===== config.mk =====
export PLATFORM = sky130hd
export DESIGN_NAME = evtc_ctrl
export DESIGN_NICKNAME = d
export VERILOG_FILES = /design/src/rtl/core/empirical_vus_three_class_core_assert.svh /design/src/rtl/core/evtc_pkg.sv /design/src/rtl/core/evtc_ctrl.sv
export SDC_FILE = /design/constraint.sdc
export NUM_CORES = 1
export LEC_CHECK = 0
export BUFFER_PORTS_ARGS = -buffer_cell sky130_fd_sc_hd__buf_2
export CAP_MARGIN = 10
export CORE_AREA = 2 2 39 41
export CTS_BUF_LIST = sky130_fd_sc_hd__clkbuf_8
export DETAILED_ROUTE_END_ITERATION = 6
export DIE_AREA = 0 0 41 43
export PLACE_DENSITY = 0.48
export SLEW_MARGIN = 0
export SYNTH_ARGS = -nofsm -noshare
export SYNTH_HDL_FRONTEND = slang
export SYNTH_SLANG_ARGS = --single-unit

===== constraint.sdc =====
create_clock -name clk_i -period 2.1 [get_ports clk_i]
set_input_delay 0.315 -clock clk_i [delete_from_list [all_inputs] [get_ports clk_i]]
set_output_delay 0.315 -clock clk_i [all_outputs]
set_load 0.1 [all_outputs]

===== src/rtl/core/empirical_vus_three_class_core_assert.svh =====
// ----------------------------------------------------------------------------
// Assertion macros for the three-class VUS core.
// Shared wrappers around clocked, reset-qualified concurrent assertions.
// ----------------------------------------------------------------------------
`ifndef EMPIRICAL_VUS_THREE_CLASS_CORE_ASSERT_SVH
`define EMPIRICAL_VUS_THREE_CLASS_CORE_ASSERT_SVH

// Same-cycle implication, disabled while reset is asserted.
`define EVTC_ASSERT_IMPLY(name, clk, rst_n, ante, cons, msg) \
  name: assert property (@(posedge clk) disable iff (!rst_n) (ante) |-> (cons)) \
    else $error(msg);

// Next-cycle implication, disabled while reset is asserted.
`define EVTC_ASSERT_NEXT(name, clk, rst_n, ante, cons, msg) \
  name: assert property (@(posedge clk) disable iff (!rst_n) (ante) |=> (cons)) \
    else $error(msg);

`endif


===== src/rtl/core/evtc_pkg.sv =====
`default_nettype none
// ----------------------------------------------------------------------------
// evtc_pkg
// Shared types and constants of the three-class VUS core.
// ----------------------------------------------------------------------------
package evtc_pkg;

  // Input item fields.
  localparam int unsigned SCORE_W    = 32;
  localparam int unsigned ACTION_W   = 2;
  localparam int unsigned GROUP_W    = 2;
  localparam int unsigned IN_TUSER_W = ACTION_W + GROUP_W;

  // Result item fields and their places in the output tdata.
  localparam int unsigned VUS_W       = 17;
  localparam int unsigned SIXTHS_W    = 27;
  localparam int unsigned TRIPLES_W   = 25;
  localparam int unsigned VUS_LSB     = 0;
  localparam int unsigned SIXTHS_LSB  = VUS_LSB + VUS_W;
  localparam int unsigned TRIPLES_LSB = SIXTHS_LSB + SIXTHS_W;
  localparam int unsigned EMPTY_LSB   = TRIPLES_LSB + TRIPLES_W;
  localparam int unsigned OVF_LSB     = EMPTY_LSB + 1;
  localparam int unsigned OUT_BITS    = OVF_LSB + 1;
  localparam int unsigned OUT_TDATA_W = ((OUT_BITS + 7) / 8) * 8;

  typedef enum logic [ACTION_W-1:0] {
    ACT_CLEAR   = 2'd0,
    ACT_LOAD    = 2'd1,
    ACT_COMPUTE = 2'd2
  } action_e;

  localparam logic [GROUP_W-1:0] GRP_ONE   = 2'd0;
  localparam logic [GROUP_W-1:0] GRP_TWO   = 2'd1;
  localparam logic [GROUP_W-1:0] GRP_THREE = 2'd2;

  typedef enum logic [3:0] {
    ST_IDLE,
    ST_TRIP_A,
    ST_TRIP_B,
    ST_Y,
    ST_SCAN,
    ST_MUL,
    ST_ACC,
    ST_DIV_INIT,
    ST_DIV,
    ST_DONE
  } state_e;

  // Commands from the controller to the datapath.
  typedef struct packed {
    logic in_ready;
    logic trip_a;
    logic trip_b;
    logic y_issue;
    logic scan;
    logic mul;
    logic acc;
    logic div_init;
    logic div_step;
    logic finish;
  } cmd_t;

  // Status from the datapath to the controller.
  typedef struct packed {
    logic empty;
    logic scan_done;
    logic last_y;
    logic div_done;
    logic out_busy;
  } sts_t;

endpackage

`default_nettype wire


===== src/rtl/core/evtc_ctrl.sv =====
`default_nettype none
// ----------------------------------------------------------------------------
// evtc_ctrl
// Sequencer of the VUS core: walks loads, the triple scan and the division.
// ----------------------------------------------------------------------------
module evtc_ctrl (
  input  wire logic            clk_i,
  input  wire logic            rst_ni,
  input  wire logic            in_valid_i,
  input  wire evtc_pkg::action_e action_i,
  input  wire evtc_pkg::sts_t  sts_i,
  output evtc_pkg::cmd_t       cmd_o
);
  import evtc_pkg::*;

  state_e state_q, state_d;

  always_ff @(posedge clk_i or negedge rst_ni) begin
    if (!rst_ni) begin
      state_q <= ST_IDLE;
    end else begin
      state_q <= state_d;
    end
  end

  always_comb begin
    state_d = state_q;
    unique case (state_q)
      ST_IDLE: begin
        if (in_valid_i && (action_i == ACT_COMPUTE)) begin
          state_d = ST_TRIP_A;
        end
      end
      ST_TRIP_A:   state_d = sts_i.empty ? ST_DONE : ST_TRIP_B;
      ST_TRIP_B:   state_d = ST_Y;
      ST_Y:        state_d = ST_SCAN;
      ST_SCAN: begin
        if (sts_i.scan_done) begin
          state_d = ST_MUL;
        end
      end
      ST_MUL:      state_d = ST_ACC;
      ST_ACC:      state_d = sts_i.last_y ? ST_DIV_INIT : ST_Y;
      ST_DIV_INIT: state_d = ST_DIV;
      ST_DIV: begin
        if (sts_i.div_done) begin
          state_d = ST_DONE;
        end
      end
      ST_DONE: begin
        if (!sts_i.out_busy) begin
          state_d = ST_IDLE;
        end
      end
      default:     state_d = ST_IDLE;
    endcase
  end

  always_comb begin
    cmd_o = '0;
    unique case (state_q)
      ST_IDLE:     cmd_o.in_ready = 1'b1;
      ST_TRIP_A:   cmd_o.trip_a   = 1'b1;
      ST_TRIP_B:   cmd_o.trip_b   = 1'b1;
      ST_Y:        cmd_o.y_issue  = 1'b1;
      ST_SCAN:     cmd_o.scan     = 1'b1;
      ST_MUL:      cmd_o.mul      = 1'b1;
      ST_ACC:      cmd_o.acc      = 1'b1;
      ST_DIV_INIT: cmd_o.div_init = 1'b1;
      ST_DIV:      cmd_o.div_step = 1'b1;
      ST_DONE:     cmd_o.finish   = !sts_i.out_busy;
      default:     cmd_o = '0;
    endcase
  end

endmodule

`default_nettype wire


* Word level (Yosys, flattened, before mapping)
Index checks and enable logic that the tools add are counted.
** Storage, ports and cells
- Memory bits (writable) :: 0
- Bits in latches :: 0
- Logic and storage cells :: 36
- Register bits after elaboration :: 4
- Memory bits (read-only) :: 0
- Bits of input ports :: 10
- Output and inout bits :: 10
- Memories kept :: 0
** Cells by class
- $add $sub $neg :: 0
- $lt $le $gt $ge :: 0
- Eq/ne operators :: 14
- Multipliers :: 0
- Mux-type cells :: 17
- Shift-type cells :: 0
- Bitwise operators :: 0
- Reductions and logical operators :: 4
- Div/mod/pow operators :: 0
** Operators with widths (number)
- $pmux 4 s10 :: 1
- $mux 4 :: 5
- $eq 4x3->1 const B :: 4
- $mux 1 :: 10
- $eq 4x2->1 const B :: 2
- $eq 4x4->1 const B :: 2
- $ne 2x2->1 const B :: 4
- $eq 4x1->1 const B :: 1
- $logic_not 4->1 :: 1
- $reduce_and 4->1 :: 1
- $mux 3 :: 1
- $eq 2x2->1 const B :: 1
- $logic_and 1x1->1 :: 1
- $logic_not 1->1 :: 1

* Depth between registers and ports, before layout
- Word-level depth :: 4
- Gate-level depth with buffers :: 5
- Depth with buffers taken out :: 4

* Least setup slack after synthesis
No wires, ideal clock.
- Path type :: register -> output
- From :: register state_q[0]
- To :: output cmd_o[7] (netlist bit)
- Buffers on the path :: 1
- Slack :: -1.002 ns
- Stages on the path, launching flop included :: 4
- Data required time :: 1.785 ns
- Arrival time :: 2.787 ns
- Cells stage by stage :: dfrtp_1 > buf_2 > nand2b_1 > nor3_1
** RTL lines
- from (decl) :: line evtc_ctrl.sv:16 : state_e state_q, state_d;
- from (signal assigned) :: line evtc_ctrl.sv:22 : state_q <= state_d;
- to (decl) :: line evtc_ctrl.sv:12 : output evtc_pkg::cmd_t cmd_o

==> metrics.md <==
| Metric | Value |
|---|---|
| Result of the run | finished, final reports clean |
| Main synth FF type | dfrtp_1 |
| Drt wl/cell | 10.4 µm |
| DR vias | 390 |
| Worst Skew | 0.0000875 ns |
| Global-route wire length before repair | 1350 µm |
| Die Y | 43 µm |
| Slew margin rel. | 67.9% |
| Syn_area_per_cell | 7.51 µm² |
| Placed inst area | 515 µm² |
| Yosys top cell area share | 29.6% |
| Post-CTS sizing | 0 |
| Cells after Synth | 45 |
| Final hold viol count | 0 |
| RSZ-0062 raised after global routing | no |
| CP Capture Type | output port |
| Die Span X | 41 µm |
| Most frequent cell after synthesis | nor3_1 |
| Yosys cell types | 21 |
| Post-Syn Area | 338 µm² |
| Initial Util | 24.4% |
| CTS clk-pin slew, worst paths | 0.03 ns |
| NumNets Final | 80 |
| Yosys reg bits | 4 |
| Biggest regs | state_q x4 |
| Reg-to-Reg End | state_q[0]$_DFFE_PN0P_ |
| R2R depth | 4 |
| Setup violations, final | 0 |
| Root Driver | clkbuf_8 |
| Register area share after synthesis | 29.6% |
| Port bufs | 19 |
| Total Wirelength | 870 µm |
| Pin count of the biggest net entering global routing | 14 |
| Core box area | 1380 µm² |
| Worst path arrival time | 1.63 ns |
| Max Fclk | 513 MHz |
| Top reg by flops | state_q |
| CTS tree | done |
| Area leader, netlist | dfrtp_1 |
| Hold Path Class | input pin to flip-flop |
| IO Pins | 20 |
| Post-detail-place hpwl | 712 µm |
| P&R area growth vs syn | 67.8% |
| Tcrit/Tclk final | 92.8% |
| Place WS | 0.363 ns |
| CP required | 1.78 ns |
| Initial drt markers | 4 |
| Period minus WS final | 1.95 ns |
| Worst-skew pair later-pin latency | 0.21 ns |
| Via-per-instance ratio | 4.64 |
| Most frequent cells after synthesis | nor3_1 (7), nand2b_1 (5), nor2_1 (5) |
| Worst setup endpoint | cmd_o[8] |
| Design Area, Final | 567 µm² |
| Worst r2r src | state_q[0]$_DFFE_PN0P_ |
| GPL Wtd Cong | 0.622 |
| Drt pass-1 iters | 2 |
| Critical path class | flip-flop to output port |
| Max reg flops | 4 |
| Bufs on Longest Clock Path | 2 |
| Total GRT Usage | 11.1% |
| YS warnings | 0 |
| Setup Fix Bufs, Post-CTS | 0 |
| Reg2Reg Setup Slack | 0.70 ns |
| Num CTS Buffers | 3 |
| Syn nets | 55 |
| Vias in the first global route | 347 |
| DRC errors left | 0 |
| H-tree levels | 1 |
| Post-synth ARST share | 100% |
| Die area | 1760 µm² |
| CTS Hold Bufs | 1 |
| CP startpoint kind | flip-flop |
| CP Launch Point | state_q[0]$_DFFE_PN0P_ |
| Area contributors post-synth | dfrtp_1 (30%), nor3_1 (10%), nand2b_1 (9.3%) |
| Final hold slack | 0.383 ns |
| Worst setup margin | 0.151 ns |
| Slew @ Worst Pin | 0.485 ns |
| Layout cells sized above 1 | 52.9% |
| Final ANT Viol Nets | 0 |
| Final max-slew violation count | 0 |
| Crit Path Max Fanout | 13 |
| EDFF count, synth | 0 |
| TritonCTS Sinks | 4 |
| Global route overflow | 0 |
| Initial antenna violation count | 0 |
| Max Cap Viol | 0 |
| Site row count | 14 |
| Ant diodes | 0 |
worst max-delay path, cell delays in order, from the launching register on:
cell and delay [ns]:
dfrtp_1 0.59, nand2b_1 0.25, nor3_2 0.14, buf_2 0.44
how the worst min path moves through the flow:
stage / to / cells after the start / from / slack [ns]
5_1_grt: state_q[0]$_DFFE_PN0P_ / 2 / sts_i[0] / 0.40
4_1_cts: state_q[0]$_DFFE_PN0P_ / 2 / sts_i[0] / 0.39
3_5_place_dp: state_q[0]$_DFFE_PN0P_ / 1 / rst_ni / 0.12
3_3_place_gp: state_q[3]$_DFFE_PN0P_ / 1 / rst_ni / 0.12
2_1_floorplan: state_q[0]$_DFFE_PN0P_ / 0 / rst_ni / 0.02
6_report: state_q[0]$_DFFE_PN0P_ / 2 / sts_i[0] / 0.38
per-stage QoR:
stage | utilization [%] | TNS (ns) | std cells
6_report | 41.0 | 0 | 84
5_1_grt | 41.0 | 0 | 84
3_3_place_gp | 37.3 | 0 | 80
3_5_place_dp | 37.3 | 0 | 80
2_1_floorplan | - | -0.780 | 45
4_1_cts | 41.0 | 0 | 84
layout make-up:
cell class | instances | area [µm²]
clock buffer | 3 | 41.3
fill | 158 | 817
multi-input combinational | 36 | 267
tap | 16 | 20.0
timing repair buffer | 24 | 135
sequential | 4 | 100
inverter | 1 | 3.75
cells by family after synthesis:
family	synth area share [%]
AO/OA/AOI/OAI	24.8
flip-flops	29.6
AND/OR/NAND/NOR	38.5
buffers and inverters	7.04
routing by layer:
metal  track usage (%)  vias up  routed length [µm]
met2              15.6        9                 408
met1              15.6      172                 409
met5                 0        -                   0
met3              1.57        0                  52
li1                  -      209                   -
met4              6.00        0                   0
layout by cell type, fill, tap and decap left out, types with 2 or more instances in the layout:
cell type / netlist / routed
buf_4: 0 / 4
nand2b_1: 5 / 5
nor3_2: 0 / 5
a21oi_1: 2 / 2
nand2_1: 3 / 3
dfrtp_1: 4 / 4
o21ai_0: 2 / 2
nor2_1: 5 / 2
clkbuf_8: 0 / 3
buf_2: 4 / 19
nor2_2: 0 / 3
Power is left out: the tool's default activity adds up to more than one toggle a clock period on the data nets, which glitch-free logic cannot reach.
